`src/rtl/tar_pkg.sv`:
```
`default_nettype none
// ============================================================================
// tar_pkg - shared types and constants for the torus ASCII renderer
// Fixed-point formats, shade character set, quarter-wave sine table and the
// work word passed from the front end to the back end.
// ============================================================================
package tar_pkg;

    // number formats
    localparam int FRAC_BITS  = 14;
    localparam int ANGLE_BITS = 10;
    localparam int QTR_BITS   = ANGLE_BITS - 2;
    localparam int QTR_SIZE   = 1 << QTR_BITS;
    localparam int ONE        = 1 << FRAC_BITS;
    localparam int TRIG_W     = FRAC_BITS + 2;
    localparam int OP_W       = 24;
    localparam int VAL_W      = 32;
    localparam int CELL_W     = 11;
    localparam int ADDR_W     = 15;
    localparam int DEPTH_W    = 16;
    localparam int SHADE_W    = 4;
    localparam int CHAR_W     = 7;

    // divider: quotient of 2^(F+15) by the denominator
    localparam int DIV_N      = FRAC_BITS + 16;
    localparam int DEN_W      = 19;
    localparam int Q_W        = 17;
    localparam int DEPTH_MAX  = 65535;

    // projection and shading constants
    localparam int X_CENTER    = 40;
    localparam int Y_CENTER    = 12;
    localparam int X_SCALE     = 30;
    localparam int Y_SCALE     = 15;
    localparam int VIEW_DIST   = 5;
    localparam int TUBE_OFFSET = 2;
    localparam int LUM_SCALE   = 8;
    localparam int SHADE_LEVELS = 12;
    localparam int SHADE_MAX   = SHADE_LEVELS - 1;

    localparam logic [SHADE_W-1:0] BLANK_SHADE = SHADE_W'(SHADE_LEVELS);
    localparam logic [CHAR_W-1:0]  CH_NEWLINE  = 7'h0A;
    localparam logic [CHAR_W-1:0]  CH_SPACE    = 7'h20;
    localparam logic [CHAR_W-1:0]  CH_NONE     = 7'h00;

    typedef logic [CHAR_W-1:0] shade_chars_t [SHADE_LEVELS];
    // ". , - ~ : ; = ! * # $ @" from dim to bright
    localparam shade_chars_t SHADE_CHARS = '{
        7'h2E, 7'h2C, 7'h2D, 7'h7E, 7'h3A, 7'h3B,
        7'h3D, 7'h21, 7'h2A, 7'h23, 7'h24, 7'h40
    };

    // quarter-wave sine, Q(FRAC_BITS), entries 0..QTR_SIZE
    typedef logic [FRAC_BITS:0] sin_tab_t [QTR_SIZE+1];

    // 9th-order odd polynomial in Q30, floored products, then rounded
    function automatic sin_tab_t build_sin_tab();
        sin_tab_t tab;
        longint   u;
        longint   u2;
        longint   acc;
        longint   s;
        for (int k = 0; k <= QTR_SIZE; k++) begin
            u   = longint'(k) <<< (30 - QTR_BITS);
            u2  = (u * u) >>> 30;
            acc = 172272;
            acc = ((acc * u2) >>> 30) - 5026995;
            acc = ((acc * u2) >>> 30) + 85569306;
            acc = ((acc * u2) >>> 30) - 693598668;
            acc = ((acc * u2) >>> 30) + 1686629713;
            s   = (acc * u) >>> 30;
            if (s > (longint'(1) <<< 30))
                s = longint'(1) <<< 30;
            if (s < 0)
                s = 0;
            s = (s + (longint'(1) <<< (29 - FRAC_BITS))) >>> (30 - FRAC_BITS);
            tab[k] = s[FRAC_BITS:0];
        end
        return tab;
    endfunction

    localparam sin_tab_t SIN_TAB = build_sin_tab();

    // one work word from front end to back end
    typedef struct packed {
        logic                is_read;
        logic                hit;
        logic                col0;
        logic [ADDR_W-1:0]   addr;
        logic [DEPTH_W-1:0]  depth;
        logic [SHADE_W-1:0]  shade;
    } work_t;

endpackage
`default_nettype wire

```
`src/rtl/tar_queue.sv`:
```
`default_nettype none
// ============================================================================
// tar_queue - two-entry work queue
// Decouples the projection front end from the store back end.
// ============================================================================
module tar_queue (
    input  wire             clk,
    input  wire             rst_n,
    input  wire             push,
    input  tar_pkg::work_t  push_data,
    output logic            full,
    input  wire             pop,
    output tar_pkg::work_t  head,
    output logic            empty
);
    import tar_pkg::*;

    work_t      slot_reg [2];
    logic       wr_ptr_reg;
    logic       rd_ptr_reg;
    logic [1:0] cnt_reg;

    assign full  = (cnt_reg == 2'd2);
    assign empty = (cnt_reg == 2'd0);
    assign head  = slot_reg[rd_ptr_reg];

    // pointers and fill level
    always_ff @(posedge clk or negedge rst_n)
    begin
        if (!rst_n)
        begin
            wr_ptr_reg <= 1'b0;
            rd_ptr_reg <= 1'b0;
            cnt_reg    <= 2'd0;
        end
        else
        begin
            if (push)
                wr_ptr_reg <= ~wr_ptr_reg;
            if (pop)
                rd_ptr_reg <= ~rd_ptr_reg;
            if (push && !pop)
                cnt_reg <= cnt_reg + 2'd1;
            else if (pop && !push)
                cnt_reg <= cnt_reg - 2'd1;
        end
    end

    always_ff @(posedge clk)
    begin
        if (push)
            slot_reg[wr_ptr_reg] <= push_data;
    end

    a_no_overflow: assert property (@(posedge clk) disable iff (!rst_n)
        !(push && full))
        else $error("queue push while full");
    a_no_underflow: assert property (@(posedge clk) disable iff (!rst_n)
        !(pop && empty))
        else $error("queue pop while empty");
    a_level: assert property (@(posedge clk) disable iff (!rst_n)
        (push && !pop) |=> (cnt_reg == $past(cnt_reg) + 2'd1))
        else $error("queue level did not follow push");

endmodule
`default_nettype wire

```
`config.mk`:
```
export PLATFORM = sky130hd
export DESIGN_NAME = tar_queue
export DESIGN_NICKNAME = d
export VERILOG_FILES = /design/src/rtl/tar_pkg.sv /design/src/rtl/tar_queue.sv
export SDC_FILE = /design/constraint.sdc
export NUM_CORES = 1
export LEC_CHECK = 0
export ABC_AREA = 0
export BUFFER_PORTS_ARGS = -buffer_cell sky130_fd_sc_hd__buf_2
export CAP_MARGIN = 20
export CORE_ASPECT_RATIO = 0.8
export CORE_MARGIN = 2
export CORE_UTILIZATION = 46
export CTS_CLUSTER_DIAMETER = 100
export DETAILED_ROUTE_END_ITERATION = 10
export PLACE_DENSITY_LB_ADDON = 0.12
export SYNTH_ARGS = -nofsm -noshare
export SYNTH_HDL_FRONTEND = slang
export SYNTH_SLANG_ARGS = --single-unit
```
`constraint.sdc`:
```
create_clock -name clk -period 2.5 [get_ports clk]
set_input_delay 0.625 -clock clk [delete_from_list [all_inputs] [get_ports clk]]
set_output_delay 0.625 -clock clk [all_outputs]
set_load 0.05 [all_outputs]
```
==> run summary <==
The time the worst path needs with I/O delays and setup came out at 2.339 ns. In this run, post-CTS hold repair placed 0 buffers. The synthesized netlist devotes between 1 and 1.5% of its cell area to XOR and XNOR gates. Using the TritonRoute via totals, the vias-per-cell ratio works out to ~4.7. The worst endpoint required time came out at 1.88 ns. The total of warnings raised by yosys is 0.

From bottom edge to top edge, the die measures 75.94 microns. The number of CTS-inserted buffers came out at 9. The worst slew margin relative to its limit is 71.59%.

STA puts the critical path data arrival time at ~1.7 ns. The antenna violation net count after detailed routing came out at 0. Before antenna repair, the detailed router went through 2 iterations. The number of H-tree levels came out at 3. The routability congestion estimate came out at a little over 0.6. The peak ir drop on the vdd network came out at 0.0008158 V.

The net count after synthesis is roughly 180. The worst setup margin is about 0.16 ns. In this run, placement finished with an instance count of roughly 300.

The row count is 26. The mean area per synthesized cell came out at about 22 sq um. The minimum setup slack among reg-to-reg paths is 1.07 ns. The startpoint identified for the worst register-to-register timing path is wr_ptr_reg$_DFFE_PN0P_.

The adder and majority gate portion of the synthesized area is less than 1%. For this design the static power due to leakage is about 1.4 nW. The total routed wirelength came out at between 4000 and 5000 microns. Walking the worst path, the cells encountered are buf_12 -> mux2_2 -> buf_2.

The path class of the tightest hold or removal check is in -> async. Of the cells placed in the final design, the portion with a size suffix greater than 1 is 60.87%. CTS saw 80 sinks. The net total in the final layout came out at ~270. The endpoint of the worst register-to-register path is slot_reg[1][15]$_DFFE_PP_. Based on the critical path, the design can be clocked at up to about 430 MHz. The via count is about 1,500. Post-CTS timing repair inserted 0 buffers for setup. The HPWL after detailed placement came out at approximately 3200 microns. The worst setup path is launched from a register.

The relative area change from synthesis to final layout came out at 24.22%. Timing analysis after detailed placement gives a worst setup slack of 0.5119 ns. In the global route stage, overall resource usage came out at roughly 14%. Setup violations remaining at the end of the flow were counted as 0. The initial standard-cell utilization of the core came out at between 40% and 50%. The number of antenna violations at the first check in global routing is 0.

After detailed routing, the number of remaining DRC violations is 0. The source-to-sink clock delay at the later pin of the worst-skew pair is 0.34 ns. In the finished design, the share of the clock period the worst path needs comes to roughly 94%. The core footprint came out at approximately 0.0063 sq mm. The post-detailed-route wirelength per cell is 15.13 microns. The largest individual stage delay along the critical path comes from the cell sky130_fd_sc_hd__dfrtp_2. The largest single stage delay on the critical path is 0.53 ns. The number of cells on the worst reg-to-reg path is 2.

In this run the worst path has a maximum fanout of 31. The accumulated negative setup slack is 0 ns. The worst setup path is of the reg -> out kind. The via count of the first global-routing pass is between 1,500 and 2,000. Setup repair after global routing left no endpoint under its margin. The family with the most delay on the worst path is flip-flops.

The actual transition at the worst max-transition pin came out at around 0.43 ns. The final-report max-slew violation count is 0. The endpoint type of the worst setup path is an output port. On the final layout, the worst clock skew is ~0.0065 ns.

The sequential share of the synthesized area came out at roughly four fifths. After global routing the overflow that remains totals 0. The number of flip-flops under the largest register name is 76. The tool flagged a number of max-cap violations equal to 0.

The clock-pin slew on the worst setup and hold paths came out at 0.07 ns. The largest family of logic cells by synthesized area is multiplexers. The share of the synthesized area in compound gates (AO/OA/AOI/OAI) is 0%. The count of antenna diodes in the layout came out at 0.

The first-pass GRT wire length came out at 7327 microns. The worst slack on hold paths came out at between 0.08 and 0.09 ns. The non-filler instance count after layout came out at 314. The cell count after synthesis is between 100 and 150. The flip-flop and latch count after synthesis came out at 80.

The flow ran to the end, and the final reports show no timing, DRC or antenna violations. After synthesis the cells add up to 0.002975 sq mm. After the first detailed-routing iteration, the DRC count stood at a little under 60. Input and output buffers added on the ports amount to 81. The netlist uses 14 different library cells. In this run, post-CTS repair resized a total of 0 instances. The top-level port count is 82.

The TritonCTS clock tree is done. No sink is reached through more buffers than the 2 on the longest clock path. The clock root buffer is sky130_fd_sc_hd__clkbuf_8. The count of buffering cells on the critical path with inverters included is 2. The largest net degree at the start of global routing came out at 32. The final hold violation count is 0.

The width of the die is 93.92 microns. The multiplexer share of the synthesized area is ~16%. The full die area came out at roughly 0.007 sq mm. The total power per unit cell area came out at between 1000 and 1500 mW/mm^2. After Yosys synthesis, and, or, nand and nor cells account for less than 1% of the synthesized area.
[cell families after synthesis]
family	count (synthesis)
buffers and inverters	5
xor gates and xnor gates	5
DFF	80
muxes	38
adders and majority gates	1
and+or+nand+nor	5
[cell usage after synthesis]
cell type	number	area share, %
sky130_fd_sc_hd__buf_4	2	0.50
sky130_fd_sc_hd__mux2_2	28	11
sky130_fd_sc_hd__xnor2_1	1	0.29
sky130_fd_sc_hd__ha_1	1	0.42
sky130_fd_sc_hd__buf_6	1	0.38
sky130_fd_sc_hd__edfxtp_1	76	77
sky130_fd_sc_hd__buf_8	1	0.50
sky130_fd_sc_hd__nor2b_1	2	0.42
sky130_fd_sc_hd__nor2_1	2	0.25
sky130_fd_sc_hd__inv_1	1	0.13
sky130_fd_sc_hd__xor2_1	4	1.2
sky130_fd_sc_hd__dfrtp_1	4	3.4
sky130_fd_sc_hd__mux2_4	10	5.0
sky130_fd_sc_hd__and2_1	1	0.21
[cells in the final DEF, fill, tap and decap left out]
cell type / instances
sky130_fd_sc_hd__inv_1: 1
sky130_fd_sc_hd__clkbuf_8: 9
sky130_fd_sc_hd__mux2_4: 10
sky130_fd_sc_hd__dfrtp_2: 1
sky130_fd_sc_hd__nor2_1: 2
sky130_fd_sc_hd__ha_1: 1
sky130_fd_sc_hd__edfxtp_1: 76
sky130_fd_sc_hd__clkinv_4: 1
sky130_fd_sc_hd__buf_4: 2
sky130_fd_sc_hd__xor2_1: 4
sky130_fd_sc_hd__clkinv_2: 1
sky130_fd_sc_hd__xnor2_1: 1
sky130_fd_sc_hd__dfrtp_1: 3
sky130_fd_sc_hd__mux2_2: 28
sky130_fd_sc_hd__nor2b_1: 1
sky130_fd_sc_hd__clkbuf_1: 1
sky130_fd_sc_hd__bufinv_16: 1
sky130_fd_sc_hd__nor2b_4: 1
sky130_fd_sc_hd__clkinvlp_4: 2
sky130_fd_sc_hd__and2_2: 1
sky130_fd_sc_hd__buf_12: 2
sky130_fd_sc_hd__buf_2: 81
[cell type report]
class	instances	area (sq um)
Sequential cell	80	2384
Fill cell	506	2615
Inverter	1	3.754
Timing Repair Buffer	85	460.4
Tap cell	84	105.1
Multi-Input combinational cell	49	556.8
Clock buffer	10	127.6
Clock inverter	5	58.81
[worst register-to-register path, stage by stage (launching register included)]
cell and delay (ns):
sky130_fd_sc_hd__dfrtp_1 0.43, sky130_fd_sc_hd__and2_2 0.45, sky130_fd_sc_hd__buf_12 0.24
[worst max-delay path by stage]
stage,cells after the start,startpoint,end
2_1_floorplan,1,push,slot_reg[0][0]$_DFFE_PP_
3_3_place_gp,3,rd_ptr_reg$_DFFE_PN0P_,head[1]
3_5_place_dp,3,rd_ptr_reg$_DFFE_PN0P_,head[1]
4_1_cts,3,rd_ptr_reg$_DFFE_PN0P_,head[1]
5_1_grt,3,rd_ptr_reg$_DFFE_PN0P_,head[1]
6_report,3,rd_ptr_reg$_DFFE_PN0P_,head[1]
[metrics by stage]
| stage | util (%) | total power [mW] | instance area [sq um] |
|---|---|---|---|
| 6_report | 58.56 | 4.817 | 3696 |
| 4_1_cts | 58.56 | 4.876 | 3696 |
| 5_1_grt | 58.56 | 5.024 | 3696 |
| 3_3_place_gp | 55.61 | 3.962 | 3510 |
| 2_1_floorplan | - | 3.573 | 2978 |
| 3_5_place_dp | 55.61 | 3.997 | 3510 |
[power breakdown]
part           internal [mW]  leakage (nW)  switching (mW)
Sequential              1.78         0.759           0.114
Combinational          0.618         0.591            1.43
Clock                  0.455        0.0883           0.421
[metal layers]
layer / wire length, microns / up-vias / GRT usage (%) / part of all wire, %
met4: 65 / 0 / 4.783 / 1.4
met3: 344 / 9 / 6.461 / 7.2
met5: 0 / - / 0 / 0
li1: - / 702 / - / -
met1: 1912 / 719 / 15.18 / 40
met2: 2429 / 55 / 23.86 / 51
Power figures use the tool's default switching activity.
